===== src/design/tguq_pkg.sv =====
// ----------------------------------------------------------------------------
// Thermal grid upscale quantizer: shared package
// Grid geometry, sample and level types, register indexes, the mapping
// control bundle and the dither pattern lookup.
// ----------------------------------------------------------------------------
package tguq_pkg;

    localparam int GRID_WIDTH   = 8;
    localparam int GRID_LAST    = GRID_WIDTH - 1;
    localparam int CENTRE_COORD = GRID_WIDTH / 2;
    localparam int ADDR_W       = 6;
    localparam int SAMPLE_W     = 11;
    localparam int COORD_W      = 6;
    localparam int OUT_ROWS     = 16;
    localparam int ROW_W        = 4;
    localparam int COL_W        = 4;
    localparam int LEVEL_W      = 3;
    localparam int DEG_W        = 8;
    localparam int DEGC_W       = 9;
    localparam int SPAN_W       = 10;
    localparam int MULT_W       = 11;
    localparam int PATTERN_W    = 16;
    localparam int CFG_IDX_W    = 2;

    localparam logic [ROW_W-1:0]   ROW_LAST  = ROW_W'(OUT_ROWS - 1);
    localparam logic [LEVEL_W-1:0] LEVEL_MIN = 3'd0;
    localparam logic [LEVEL_W-1:0] LEVEL_MAX = 3'd4;

    typedef logic signed [SAMPLE_W-1:0] t_sample;
    typedef logic signed [DEGC_W-1:0]   t_degc;
    typedef logic [ADDR_W-1:0]          t_addr;
    typedef logic [COORD_W-1:0]         t_coord;
    typedef logic [DEG_W-1:0]           t_deg;
    typedef logic [LEVEL_W-1:0]         t_level;
    typedef logic [PATTERN_W-1:0]       t_pattern;

    typedef enum logic {
        OP_LOAD   = 1'b0,
        OP_RENDER = 1'b1
    } t_op;

    typedef enum logic [CFG_IDX_W-1:0] {
        CFG_MAP_LOW        = 2'd0,
        CFG_MAP_HIGH_FLOOR = 2'd1,
        CFG_ALERT_LEVEL    = 2'd2
    } t_cfg_index;

    typedef struct packed {
        logic              empty;
        t_degc             low;
        logic [MULT_W-1:0] mult1;
        logic [MULT_W-1:0] mult2;
        logic [MULT_W-1:0] mult3;
        logic [MULT_W-1:0] mult4;
    } t_map_cfg;

    function automatic t_coord clamp_coord(input t_coord g);
        return (g > t_coord'(GRID_LAST)) ? t_coord'(GRID_LAST) : g;
    endfunction

    function automatic t_addr cell_addr(input t_coord gc, input t_coord gr);
        int sum;
        sum = int'(gr) + int'(gc) * GRID_WIDTH;
        return t_addr'(sum);
    endfunction

    function automatic t_pattern dither_word(input t_level lvl);
        t_pattern word;
        unique case (lvl)
            3'd0:    word = 16'h0000;
            3'd1:    word = 16'h1080;
            3'd2:    word = 16'h1428;
            3'd3:    word = 16'h7ebd;
            default: word = 16'hffff;
        endcase
        return word;
    endfunction

endpackage


===== src/design/tguq_sample_ram.sv =====
// ----------------------------------------------------------------------------
// Thermal grid upscale quantizer: sample memory
// One write port and two read ports over the grid samples, with the read
// data registered in the cycle after the address.
// ----------------------------------------------------------------------------
module tguq_sample_ram
    import tguq_pkg::*;
(
    input  logic    i_clk,
    input  logic    i_we,
    input  t_addr   i_waddr,
    input  t_sample i_wdata,
    input  t_addr   i_raddr_a,
    input  t_addr   i_raddr_b,
    output t_sample o_rdata_a,
    output t_sample o_rdata_b
);

    t_sample r_mem [2**ADDR_W];
    t_sample r_rdata_a;
    t_sample r_rdata_b;

    always_ff @(posedge i_clk) begin
        if (i_we) begin
            r_mem[i_waddr] <= i_wdata;
        end
    end

    always_ff @(posedge i_clk) begin
        r_rdata_a <= r_mem[i_raddr_a];
        r_rdata_b <= r_mem[i_raddr_b];
    end

    assign o_rdata_a = r_rdata_a;
    assign o_rdata_b = r_rdata_b;

endmodule


===== src/design/tguq_level_map.sv =====
// ----------------------------------------------------------------------------
// Thermal grid upscale quantizer: level mapping
// Maps a whole-degree pixel value onto heat levels 0 to 4 by comparing four
// times its offset from the low bound against multiples of the span, and
// selects the matching dither pattern.
// ----------------------------------------------------------------------------
module tguq_level_map
    import tguq_pkg::*;
(
    input  t_deg     i_deg,
    input  t_map_cfg i_cfg,
    output t_level   o_level,
    output t_pattern o_pattern
);

    logic signed [SPAN_W-1:0] diff;
    logic [MULT_W-1:0]        num;
    logic                     positive;
    t_level                   level;

    assign diff     = $signed({2'b00, i_deg}) - $signed({i_cfg.low[DEGC_W-1], i_cfg.low});
    assign num      = {diff[SPAN_W-2:0], 2'b00};
    assign positive = !diff[SPAN_W-1] && (diff != '0);

    always_comb begin
        if (i_cfg.empty) begin
            level = diff[SPAN_W-1] ? LEVEL_MIN : LEVEL_MAX;
        end else if (!positive) begin
            level = LEVEL_MIN;
        end else begin
            priority if (num >= i_cfg.mult4) begin
                level = LEVEL_MAX;
            end else if (num >= i_cfg.mult3) begin
                level = 3'd3;
            end else if (num >= i_cfg.mult2) begin
                level = 3'd2;
            end else if (num >= i_cfg.mult1) begin
                level = 3'd1;
            end else begin
                level = LEVEL_MIN;
            end
        end
    end

    assign o_level   = level;
    assign o_pattern = dither_word(level);

endmodule


===== src/design/thermal_grid_upscale_quantizer.sv =====
// ----------------------------------------------------------------------------
// Thermal grid upscale quantizer
// Holds an 8x8 thermal frame in a sample memory with a running maximum and
// renders one 16-pixel output column per request as quantized heat levels.
// ----------------------------------------------------------------------------
//  Channel   Direction  Handshake                  Contents
//  input     in         i_in_valid / o_in_stall    op, sample index, temp, column
//  output    out        o_out_valid / i_out_stall  column, row, level, pattern,
//                                                  alert flag, last
//  config    in         i_cfg_valid / o_cfg_ready  register index, data
//
//  A load request produces no pixel and leaves the sequencer idle.
//  A render request fetches the centre sample and the span in its setup and
//  centre steps, then steps per row through the memory read, the averaging
//  and the level mapping, through the two read ports of the sample memory.
//  Output stall holds the sequencer in its emit step while a pixel is pending.
//  Reset clears the frame maximum and the sequencer and sets the mapping and
//  alert registers to their defaults; the sample memory is not cleared.
// ----------------------------------------------------------------------------
module thermal_grid_upscale_quantizer
    import tguq_pkg::*;
(
    input  logic                 i_clk,
    input  logic                 i_rst_n,
    input  logic                 i_in_valid,
    output logic                 o_in_stall,
    input  logic                 i_op,
    input  logic [ADDR_W-1:0]    i_sample_index,
    input  logic signed [10:0]   i_temperature,
    input  logic [COL_W-1:0]     i_column,
    output logic                 o_out_valid,
    input  logic                 i_out_stall,
    output logic [COL_W-1:0]     o_out_column,
    output logic [ROW_W-1:0]     o_out_row,
    output logic [LEVEL_W-1:0]   o_level,
    output logic [PATTERN_W-1:0] o_pattern,
    output logic                 o_over_level,
    output logic                 o_last,
    input  logic                 i_cfg_valid,
    output logic                 o_cfg_ready,
    input  logic [CFG_IDX_W-1:0] i_cfg_index,
    input  logic [SAMPLE_W-1:0]  i_cfg_data
);

    typedef enum logic [5:0] {
        S_IDLE   = 6'b000001,
        S_SETUP  = 6'b000010,
        S_CENTRE = 6'b000100,
        S_READ   = 6'b001000,
        S_DEG    = 6'b010000,
        S_EMIT   = 6'b100000
    } t_state;

    t_state             r_state;
    t_state             n_state;
    logic [ROW_W-1:0]   r_row;
    logic [ROW_W-1:0]   n_row;
    logic [COL_W-1:0]   r_col;
    t_sample            r_frame_max;
    t_degc              r_map_low;
    t_degc              r_map_high_floor;
    t_sample            r_alert_level;
    logic signed [SPAN_W-1:0] r_span;
    t_map_cfg           r_map;
    logic               r_over;
    t_deg               r_deg;

    logic               r_out_valid;
    logic [COL_W-1:0]   r_out_column;
    logic [ROW_W-1:0]   r_out_row;
    t_level             r_out_level;
    t_pattern           r_out_pattern;
    logic               r_out_over;
    logic               r_out_last;

    logic               in_accept;
    logic               load_accept;
    logic               emit_go;
    t_addr              raddr_a;
    t_addr              raddr_b;
    t_sample            rdata_a;
    t_sample            rdata_b;
    t_coord             gc;
    t_coord             gc_next;
    t_coord             gr;
    t_coord             gr_next;
    logic [COL_W:0]     col_inc;
    logic               fm_above;
    t_sample            fm_bias;
    t_degc              upper;
    logic signed [SPAN_W-1:0] span;
    logic signed [SAMPLE_W:0] pair_sum;
    t_deg               deg_single;
    t_deg               deg_pair;
    logic [MULT_W-1:0]  mult1;
    logic [MULT_W-1:0]  mult2;
    t_level             map_level;
    t_pattern           map_pattern;

    assign o_in_stall  = (r_state != S_IDLE);
    assign o_cfg_ready = 1'b1;
    assign in_accept   = i_in_valid && !o_in_stall;
    assign load_accept = in_accept && (i_op == OP_LOAD);
    assign emit_go     = (r_state == S_EMIT) && (!r_out_valid || !i_out_stall);

    // Read addressing for the current row.
    assign col_inc = {1'b0, r_col} + 5'd1;
    assign gc      = clamp_coord(t_coord'(r_col[COL_W-1:1]));
    assign gc_next = clamp_coord(t_coord'(col_inc[COL_W:1]));
    assign gr      = clamp_coord(t_coord'(r_row[ROW_W-1:1]));
    assign gr_next = clamp_coord(gr + t_coord'(1));

    always_comb begin
        if (r_state == S_SETUP) begin
            raddr_a = cell_addr(t_coord'(CENTRE_COORD), t_coord'(CENTRE_COORD));
            raddr_b = raddr_a;
        end else begin
            raddr_a = cell_addr(gc, gr);
            raddr_b = r_col[0] ? cell_addr(gc_next, gr) : cell_addr(gc, gr_next);
        end
    end

    tguq_sample_ram u_ram (
        .i_clk     (i_clk),
        .i_we      (load_accept),
        .i_waddr   (i_sample_index),
        .i_wdata   (i_temperature),
        .i_raddr_a (raddr_a),
        .i_raddr_b (raddr_b),
        .o_rdata_a (rdata_a),
        .o_rdata_b (rdata_b)
    );

    // Upper mapping bound and span.
    assign fm_above = r_frame_max > $signed({r_map_high_floor, 2'b00});
    assign fm_bias  = r_frame_max + (r_frame_max[SAMPLE_W-1] ? 11'sd3 : 11'sd0);
    assign upper    = fm_above ? t_degc'(fm_bias[SAMPLE_W-1:2]) : r_map_high_floor;
    assign span     = $signed({upper[DEGC_W-1], upper})
                    - $signed({r_map_low[DEGC_W-1], r_map_low});
    assign mult1    = MULT_W'(unsigned'(r_span[SPAN_W-2:0]));
    assign mult2    = {1'b0, r_span[SPAN_W-2:0], 1'b0};

    // Pixel value in whole degrees.
    assign pair_sum   = $signed({rdata_a[SAMPLE_W-1], rdata_a})
                      + $signed({rdata_b[SAMPLE_W-1], rdata_b});
    assign deg_single = rdata_a[SAMPLE_W-1] ? '0 : t_deg'(rdata_a[SAMPLE_W-2:2]);
    assign deg_pair   = pair_sum[SAMPLE_W] ? '0 : t_deg'(pair_sum[SAMPLE_W-1:3]);

    tguq_level_map u_map (
        .i_deg     (r_deg),
        .i_cfg     (r_map),
        .o_level   (map_level),
        .o_pattern (map_pattern)
    );

    always_comb begin
        n_state = r_state;
        n_row   = r_row;
        unique case (r_state)
            S_IDLE: begin
                if (in_accept && (i_op == OP_RENDER)) begin
                    n_state = S_SETUP;
                end
            end
            S_SETUP:  n_state = S_CENTRE;
            S_CENTRE: n_state = S_READ;
            S_READ:   n_state = S_DEG;
            S_DEG:    n_state = S_EMIT;
            S_EMIT: begin
                if (emit_go) begin
                    n_row   = r_row + ROW_W'(1);
                    n_state = (r_row == ROW_LAST) ? S_IDLE : S_READ;
                end
            end
            default: begin
                n_state = S_IDLE;
                n_row   = '0;
            end
        endcase
    end

    always_ff @(posedge i_clk) begin
        if (!i_rst_n) begin
            r_state          <= S_IDLE;
            r_row            <= '0;
            r_frame_max      <= '0;
            r_map_low        <= 9'sd20;
            r_map_high_floor <= 9'sd24;
            r_alert_level    <= 11'sd128;
            r_out_valid      <= 1'b0;
        end else begin
            r_state <= n_state;
            r_row   <= n_row;
            if (load_accept && ((i_sample_index == '0) || (i_temperature > r_frame_max))) begin
                r_frame_max <= i_temperature;
            end
            if (i_cfg_valid && o_cfg_ready) begin
                unique case (t_cfg_index'(i_cfg_index))
                    CFG_MAP_LOW:        r_map_low        <= t_degc'(i_cfg_data[DEGC_W-1:0]);
                    CFG_MAP_HIGH_FLOOR: r_map_high_floor <= t_degc'(i_cfg_data[DEGC_W-1:0]);
                    CFG_ALERT_LEVEL:    r_alert_level    <= t_sample'(i_cfg_data);
                    default: ;
                endcase
            end
            if (emit_go) begin
                r_out_valid <= 1'b1;
            end else if (!i_out_stall) begin
                r_out_valid <= 1'b0;
            end
        end
    end

    always_ff @(posedge i_clk) begin
        if (in_accept) begin
            r_col <= i_column;
        end
        if (r_state == S_SETUP) begin
            r_span      <= span;
            r_map.empty <= span[SPAN_W-1] || (span == '0);
            r_map.low   <= r_map_low;
        end
        if (r_state == S_CENTRE) begin
            r_over      <= (rdata_a >= r_alert_level);
            r_map.mult1 <= mult1;
            r_map.mult2 <= mult2;
            r_map.mult3 <= mult1 + mult2;
            r_map.mult4 <= {r_span[SPAN_W-2:0], 2'b00};
        end
        if (r_state == S_DEG) begin
            r_deg <= (!r_col[0] && !r_row[0]) ? deg_single : deg_pair;
        end
        if (emit_go) begin
            r_out_column  <= r_col;
            r_out_row     <= r_row;
            r_out_level   <= map_level;
            r_out_pattern <= map_pattern;
            r_out_over    <= r_over;
            r_out_last    <= (r_row == ROW_LAST);
        end
    end

    assign o_out_valid  = r_out_valid;
    assign o_out_column = r_out_column;
    assign o_out_row    = r_out_row;
    assign o_level      = r_out_level;
    assign o_pattern    = r_out_pattern;
    assign o_over_level = r_out_over;
    assign o_last       = r_out_last;

    a_idle_row_zero: assert property (@(posedge i_clk) disable iff (!i_rst_n)
        (r_state == S_IDLE) |-> (r_row == '0))
        else $error("Row counter not cleared while idle.");

    a_idle_only_last: assert property (@(posedge i_clk) disable iff (!i_rst_n)
        ((r_state == S_IDLE) && r_out_valid) |-> r_out_last)
        else $error("Idle with an unfinished column pending.");

    a_level_range: assert property (@(posedge i_clk) disable iff (!i_rst_n)
        r_out_valid |-> (r_out_level <= LEVEL_MAX))
        else $error("Heat level out of range.");

    a_render_start: assert property (@(posedge i_clk) disable iff (!i_rst_n)
        (in_accept && (i_op == OP_RENDER)) |=> (r_state == S_SETUP))
        else $error("Render request did not start the sequencer.");

    a_column_end: assert property (@(posedge i_clk) disable iff (!i_rst_n)
        (emit_go && (r_row == ROW_LAST)) |=> ((r_state == S_IDLE) && r_out_valid && r_out_last))
        else $error("Final row did not close the column.");

endmodule


===== config.mk =====
export PLATFORM = sky130hd
export DESIGN_NAME = thermal_grid_upscale_quantizer
export DESIGN_NICKNAME = d
export VERILOG_FILES = /design/src/design/tguq_pkg.sv /design/src/design/tguq_sample_ram.sv /design/src/design/tguq_level_map.sv /design/src/design/thermal_grid_upscale_quantizer.sv
export SDC_FILE = /design/constraint.sdc
export NUM_CORES = 2
export LEC_CHECK = 0
export ABC_CLOCK_PERIOD_IN_PS = 9000
export BUFFER_PORTS_ARGS = -buffer_cell sky130_fd_sc_hd__buf_2
export CAP_MARGIN = 20
export CORE_UTILIZATION = 45
export DETAILED_ROUTE_END_ITERATION = 6
export PLACE_DENSITY = 0.68
export SYNTH_ARGS = -nofsm -noshare
export SYNTH_HDL_FRONTEND = slang
export SYNTH_SLANG_ARGS = --single-unit

===== constraint.sdc =====
create_clock -name i_clk -period 9 [get_ports i_clk]
set_input_delay 1.8 -clock i_clk [delete_from_list [all_inputs] [get_ports i_clk]]
set_output_delay 1.8 -clock i_clk [all_outputs]
set_load 0.02 [all_outputs]

# Word-level counts from Yosys, hierarchy flattened
# Memory sizes are Yosys's and may differ from the RTL's. A register that Yosys moved wholly into a read port is not among the register bits.
# Cells that the tools add are included.
[totals] ff_bits=132 ramBits=704 input_bits=40 output_inout_bits=32 word_cells=115 mem_count=1
[op_classes] addsub=11 n_lt_le_gt_ge=9 eq_ne=16 mux=28 bitwise_logic=2 n_reduce_logical=27
[memory_table] memory="u_ram.r_mem" depth=64 word_bits=11 read_ports=2 rd_ports_with_merged_regs=2 wr=1 line_no="tguq_sample_ram.sv:19" source="t_sample r_mem [2**ADDR_W];"
[op_table] op="$pmux 16 s4" count=1
[op_table] op="$pmux 6 s6" count=1
[op_table] op="$ge 11x11->1" count=3
[op_table] op="$mux 6" count=5
[op_table] op="$mux 8" count=3
[op_table] op="$gt 11x11->1" count=2
[op_table] op="$mux 3" count=7
[op_table] op="$sub 9x9->10" count=2
[op_table] op="$add 11x11->12" count=1
[op_table] op="$add 3x6->6" count=2
[op_table] op="$mux 4" count=3
[op_table] op="$add 11x3->11" count=1
[op_table] op="$add 9x10->11" count=1
[op_table] op="$ge 11x10->1" count=1
[op_table] op="$ge 11x9->1" count=1
[op_table] op="$logic_not 10->1" count=1
[op_table] op="$reduce_and 2->1" count=5
[op_table] op="$reduce_bool 10->1" count=1
[op_table] op="$mux 9" count=1
[op_table] op="$gt 4x3->1 const B" count=2
[op_table] op="$pmux 4 s2" count=1
[op_table] op="$logic_and 1x1->1" count=7
[op_table] op="$add 4x6->6" count=1
[op_table] op="$eq 3x2->1 const B" count=2
[op_table] op="other kinds (25)" count=38

# Depth between registers and ports, before layout
[logic_depth] word_depth=10 ltp_mapped=21 depth_no_buf=20

# Cells and area by module
# Synthesis repeated with hierarchy kept, for this count alone.
[unflattened] hier_cells=2510 hier_area_um2=41692.5
[by_module_without_submodules] module="tguq_sample_ram" instances=1 cells_each=1651 area_each_um2=33239.4 seq_area_each_um2=21580.7
[by_module_without_submodules] module="thermal_grid_upscale_quantizer" instances=1 cells_each=635 area_each_um2=6842.8 seq_area_each_um2=3423.3
[by_module_without_submodules] module="tguq_level_map" instances=1 cells_each=224 area_each_um2=1610.3 seq_area_each_um2=0.0

# Least setup slack after synthesis
# OpenSTA, ideal clock, no wires.
[synth_timing] path_kind="reg-to-reg" from="register r_map_high_floor[1]" to="register r_map[53] (netlist bit), data pin" setup_time_ps=169 arrival_ps=3949 required_time_ps=8831 path_slack_ps=4882 stages_incl_launch_ff=20 n_path_buf=1 synth_period_minus_slack_ps=4118 cell_sequence="dfxtp_1 inv_1 ha_1 nor2b_1 o21ai_0 nand2b_1 a21oi_1 o21ai_0 nand4_1 a41o_1 clkbuf_1 mux2_2 ha_1 nor2b_1 o21ai_0 a21boi_0 nor2_1 or4_1 or3_1 o31ai_1"
[synth_between] elab_chain_len=5
[synth_lines] element="start: declaration" line_no="thermal_grid_upscale_quantizer.sv:61" source="t_degc r_map_high_floor;"
[synth_lines] element="start signal: assignment" line_no="thermal_grid_upscale_quantizer.sv:200" source="CFG_MAP_HIGH_FLOOR: r_map_high_floor <= t_degc'(i_cfg_data[DEGC_W-1:0]);"
[synth_lines] element="$gt 11x11->1" line_no="thermal_grid_upscale_quantizer.sv:135" source="assign fm_above = r_frame_max > $signed({r_map_high_floor, 2'b00});"
[synth_lines] element="$mux 9 (*)" line_no="thermal_grid_upscale_quantizer.sv:137" source="assign upper = fm_above ? t_degc'(fm_bias[SAMPLE_W-1:2]) : r_map_high_floor;"
[synth_lines] element="$sub 9x9->10 (*)" line_no="thermal_grid_upscale_quantizer.sv:139" source="- $signed({r_map_low[DEGC_W-1], r_map_low});"
[synth_lines] element="via span[3]" line_no="thermal_grid_upscale_quantizer.sv:91" source="logic signed [SPAN_W-1:0] span;"
[synth_lines] element="$logic_not 10->1 (*)" line_no="thermal_grid_upscale_quantizer.sv:219" source="r_map.empty <= span[SPAN_W-1] || (span == '0);"
[synth_lines] element="$logic_or 1x1->1 (*)" line_no="thermal_grid_upscale_quantizer.sv:219"
[synth_lines] element="end: declaration" line_no="thermal_grid_upscale_quantizer.sv:64" source="t_map_cfg r_map;"
# Mark *: on every way through the listed nets, which the timed path passes. The rest lies on a longest branch.
# A chain may end at the register's enable or synchronous reset.

# Worst setup path in the final report
[layout_timing] from="register r_row[1]" to="register u_ram.r_rdata_b[8] (netlist: u_ram.o_rdata_b[8]), read port of u_ram.r_mem"
[layout_between] elab_chain_len=6 word_cells_on_any_way=7 cone_classes="3 x add/sub; 1 x order compare; 3 x mux"
[layout_lines] element="start: declaration" line_no="thermal_grid_upscale_quantizer.sv:56" source="logic [ROW_W-1:0] r_row;"
[layout_lines] element="start signal: assignment" line_no="thermal_grid_upscale_quantizer.sv:193" source="r_row <= n_row;"
[layout_lines] element="$add 3x1->4" line_no="thermal_grid_upscale_quantizer.sv:111" source="assign gr_next = clamp_coord(gr + t_coord'(1));"
[layout_lines] element="$gt 4x3->1" line_no="tguq_pkg.sv:58" source="return (g > t_coord'(GRID_LAST)) ? t_coord'(GRID_LAST) : g;"
[layout_lines] element="$mux 4" line_no="tguq_pkg.sv:58"
[layout_lines] element="$add 4x6->6" line_no="tguq_pkg.sv:63" source="sum = int'(gr) + int'(gc) * GRID_WIDTH;"
[layout_lines] element="$mux 6 (*)" line_no="thermal_grid_upscale_quantizer.sv:119" source="raddr_b = r_col[0] ? cell_addr(gc_next, gr) : cell_addr(gc, gr_next);"
[layout_lines] element="$mux 6 (*)" line_no="thermal_grid_upscale_quantizer.sv:114" source="if (r_state == S_SETUP) begin"
[layout_lines] element="end: declaration" line_no="tguq_sample_ram.sv:21" source="t_sample r_rdata_b;"
# Every way passes the cells marked *; elsewhere a longest branch is shown, timed or not.

==> metrics.md <==
| Metric | Value |
|---|---|
| Clk pwr share | 40.6% |
| Tmin final | roughly 5000 ps |
| Yosys cell types | 82 |
| R2R depth | 11 |
| CTS root buffer | clkbuf_16 |
| Final Skew | 39.97 ps |
| Switching power | ~0.0023 W |
| Congestion Overflow GR | 0 |
| Hold Crit Class | register to register |
| Worst-Margin Slew | 1230 ps |
| CTS resizes | 0 |
| Most used cell, CP | buf_4 |
| Die H | 309.1 um |
| H-tree depth | 3 |
| Seq cells post-synth | about 850 |
| Final cycle utilization of the critical path | 56.68% |
| Post-CTS Setup Bufs | 0 |
| Slew headroom | 17.75% |
| Sum Neg Setup Slack | 0 ps |
| Pwr/cell area | 192.2 mW/mm^2 |
| Reg2reg start | r_row[1]$_SDFFE_PN0P_ |
| Die Wd | 309.1 um |
| Top_reg_cell synth | edfxtp_1 |
| Worst-case vdd ir drop | roughly 0.14 mV |
| Synth async-reset ratio | 0% |
| Ys Warns | 0 |
| Layout cells sized above 1 | 10.34% |
| FF-to-FF setup slack | 3900 ps |
| Number of I/O port buffers | 70 |
| Pins Over Slew Limit | 0 |
| Num rows | approximately 110 |
| Final Hold Violating Endpoints | 0 |
| Gate Count Post-Synth | 3873 |
| Comb pwr share | 10.7% |
| Final Routed Wirelength | 145300 um |
| Cell depth of the worst min-delay path | 0 |
| Die Footprint | 0.09556 sq mm |
| CTS tree | yes |
| CTS Sinks | about 850 |
| Worst path cell trace | buf_4 -> ha_1 -> mux2i_1 -> a22o_4 -> buf_4 -> buf_4 -> nand2_1 -> a32oi_1 -> a31oi_1 -> nand3_1 -> a22o_1 |
| Crit Path Class | register to register |
| Internal power | 0.006710 W |
| CP max FO | 56 |
| Crit-path max cell delay | approximately 670 ps |
| Hold Crit Start | r_over$_DFFE_PP_ |
| Reg-to-reg endpoint | u_ram.o_rdata_b[8]$_DFF_P_ |
| DRC Markers | 0 |
| Vias in the first global route | 30880 |
| Routed via count | 33680 |
| Nets | 4007 |
| CTS max path bufs | 3 |
| Largest net degree at the start of global routing | around 160 |
| Max Fclk | around 200 MHz |
| Util after Layout | 50.29% |
| Type of origin of the critical path | register |
| RSZ-0062 raised after global routing | no |
| CP endpoint kind | register |
| Syn Nets | 4023 |
| Hold endpoint | o_over_level$_DFFE_PP_ |
| Clock transition at path regs | 60 ps |
| Layout Area Growth over Synthesis | 10.57% |
| Sw frac | 25.63% |
| Synth area leaders | edfxtp_1 (55%), nand2_1 (6.8%), mux2i_1 (5.0%) |
| LEAKAGE | about 17 nW |
| Status | finished clean |
| I/O pin count | 72 |
| Post-Synthesis Cell Area | 0.04245 sq mm |
| Setup violators final | 0 |
| All-layer global routing usage | 29.70% |
| Router iterations before antenna repair | 7 |
| Crit path DAT | 5710 ps |
| Core Footprint | 0.09333 sq mm |
| Area leader, netlist | edfxtp_1 |
| Max-cap viol count | 0 |
| Initial Util | between 40% and 50% |
| Worst skew pair latency | slightly below 700 ps |
| Initial antenna violation count | 3 |
| Sequential Power Share | between 40% and 50% |
| Iter 0 DRT Violations | 5755 |
| CP max stage cell | buf_4 |
| CP delay by family, top | buffers and inverters |
| WP data required | 9600 ps |
| DPL Wire Length | 92990 um |
| Synthesized area per cell | 10.96 sq um |
| Buf+Inv Stages, Crit Path | 3 |
| Design Area, Final | 0.04693 sq mm |
| Top-area cell type share of the netlist area | ~55% |
| Sequential share of the synthesized area | 58.13% |
| First-pass GRT wire length | 208200 um |
| Placed inst area | 0.04397 sq mm |
| CTS Buf Count | 88 |
| EDFF count, synth | 773 |
| DRT antenna net count | 0 |
| Hold WS | 421.0 ps |
| CTS Hold Buffers Added | 0 |
| Via density | 6.500 |
| Gp weighted congestion | 0.9982 |
| Drt wl/cell | 28.03 um |
## per-layer routing
metal | global-route usage [%] | routed length, um | vias up
li1 | - | - | 14400
met1 | 40.12 | 54830 | 16210
met2 | 44.05 | 62500 | 2660
met3 | 9.085 | 21040 | 408
met4 | 12.70 | 6835 | 4
met5 | 0.6572 | 54 | -
## stage by stage
step / instances / setup slack [ps] / total power, W
2_1_floorplan: 3873 / 4882 / 0.004985
3_3_place_gp: 4998 / 4008 / 0.005380
3_5_place_dp: 5006 / 3921 / 0.005393
4_1_cts: 5166 / 4106 / 0.008983
5_1_grt: 5181 / 3812 / 0.009198
6_report: 5182 / 3899 / 0.009022
## flip-flops by register name, summed over array words and instances, names as in the netlist, 3 cells and up
name	flops
r_deg	8
o_level	3
u_ram.o_rdata_b	11
r_span	9
o_pattern	5
u_ram.o_rdata_a	11
r_map	29
r_state	6
r_map_high_floor	9
o_out_row	4
r_frame_max	11
r_row	4
r_col	4
r_alert_level	11
r_map_low	9
u_ram.r_mem	704
o_out_column	4
## worst max-delay path by stage
| stage | end | cells past startpoint | slack (ps) | startpoint |
|---|---|---|---|---|
| 4_1_cts | u_ram.o_rdata_b[8]$_DFF_P_ | 12 | 4110 | r_row[1]$_SDFFE_PN0P_ |
| 2_1_floorplan | r_map[53]$_DFFE_PP_ | 19 | 4880 | r_map_high_floor[1]$_SDFFE_PN0P_ |
| 5_1_grt | u_ram.o_rdata_b[8]$_DFF_P_ | 12 | 3810 | r_row[1]$_SDFFE_PN0P_ |
| 3_3_place_gp | u_ram.r_mem[7][2]$_DFFE_PP_ | 5 | 4010 | i_op |
| 6_report | u_ram.o_rdata_b[8]$_DFF_P_ | 11 | 3900 | r_row[1]$_SDFFE_PN0P_ |
| 3_5_place_dp | u_ram.r_mem[7][2]$_DFFE_PP_ | 5 | 3920 | i_op |
## logic make-up after synthesis
family | Yosys count | synth area share (%)
and+or+nand+nor | 1523 | 15.92
DFF | 846 | 58.13
AOI/OAI and AO/OA | 768 | 12.31
buffers and inverters | 362 | 3.740
muxes | 230 | 5.931
adders and majority gates | 110 | 3.295
xor gates and xnor gates | 32 | 0.6603
other | 2 | 0.01769
## synthesized netlist by cell type (10+ instances only)
cell       count
edfxtp_1     773
nand2_1      772
nand3_1      300
mux2i_1      211
nor2_1       208
a21oi_1      177
clkbuf_1     117
o21ai_0      108
ha_1         107
buf_2         95
inv_1         94
o22ai_1       80
dfxtp_1       73
a31oi_1       69
a211oi_1      62
nor2b_1       51
o221a_2       48
o221ai_1      44
nand4_1       37
and3_1        36
nor3_1        34
buf_1         28
xnor2_1       26
nand2b_1      25
o211ai_1      25
buf_4         23
a2111oi_0     21
a22o_1        18
mux4_2        17
o21a_1        14
a21o_1        13
a32o_1        12
a32oi_1       12
o21ai_1       12
nor4b_1       11
a31o_2        10
## final cells by class
type / count / area (sq um)
Fill cell: 8155 / 46400
Antenna cell: 1 / 2.502
Multi-Input combinational cell: 2665 / 16360
Timing Repair Buffer: 161 / 1124
Tap cell: 1254 / 1569
Sequential cell: 846 / 24680
Clock buffer: 110 / 2359
Inverter: 95 / 356.6
Clock inverter: 50 / 481.7
## cell usage in the layout (no fill, tap or decap), types with 18 or more instances in the layout
cell       Yosys  final
xnor2_1       26     26
a31oi_1       69     69
inv_1         94     94
edfxtp_1     773    773
mux2i_1      211    211
o211ai_1      25     25
a21oi_1      177    170
dfxtp_1       73     71
clkbuf_16      0     91
a2111oi_0     21     21
o22ai_1       80     80
ha_1         107    107
clkinv_2       0     18
clkbuf_1     117     18
nand2_1      772    770
and3_1        36     36
o221ai_1      44     44
nor2b_1       51     51
nand3_1      300    300
a211oi_1      62     62
buf_2         95     69
nand4_1       37     37
nor3_1        34     33
buf_4         23     78
nand2b_1      25     25
o221a_2       48     48
o21ai_0      108    107
nor2_1       208    205
## worst reg2reg max path, cell delays in order (launching register included)
cell and delay [ps]:
dfxtp_4 630, buf_4 700, ha_1 400, mux2i_1 280, a22o_4 550, buf_4 630
buf_4 680, nand2_1 190, a32oi_1 390, a31oi_1 300, nand3_1 170, a22o_1 130
## power by group through the flow
stage                     clock network (W)  registers (W)  logic (W)
after global placement                    0        0.00448   0.000903
after CTS                           0.00367        0.00439   0.000918
after floorplan                           0        0.00444   0.000540
after global routing                0.00380        0.00440   0.000999
after detailed placement                  0        0.00448   0.000915
final                               0.00366        0.00440   0.000961
No activity file was read; power rests on OpenSTA's default activity.
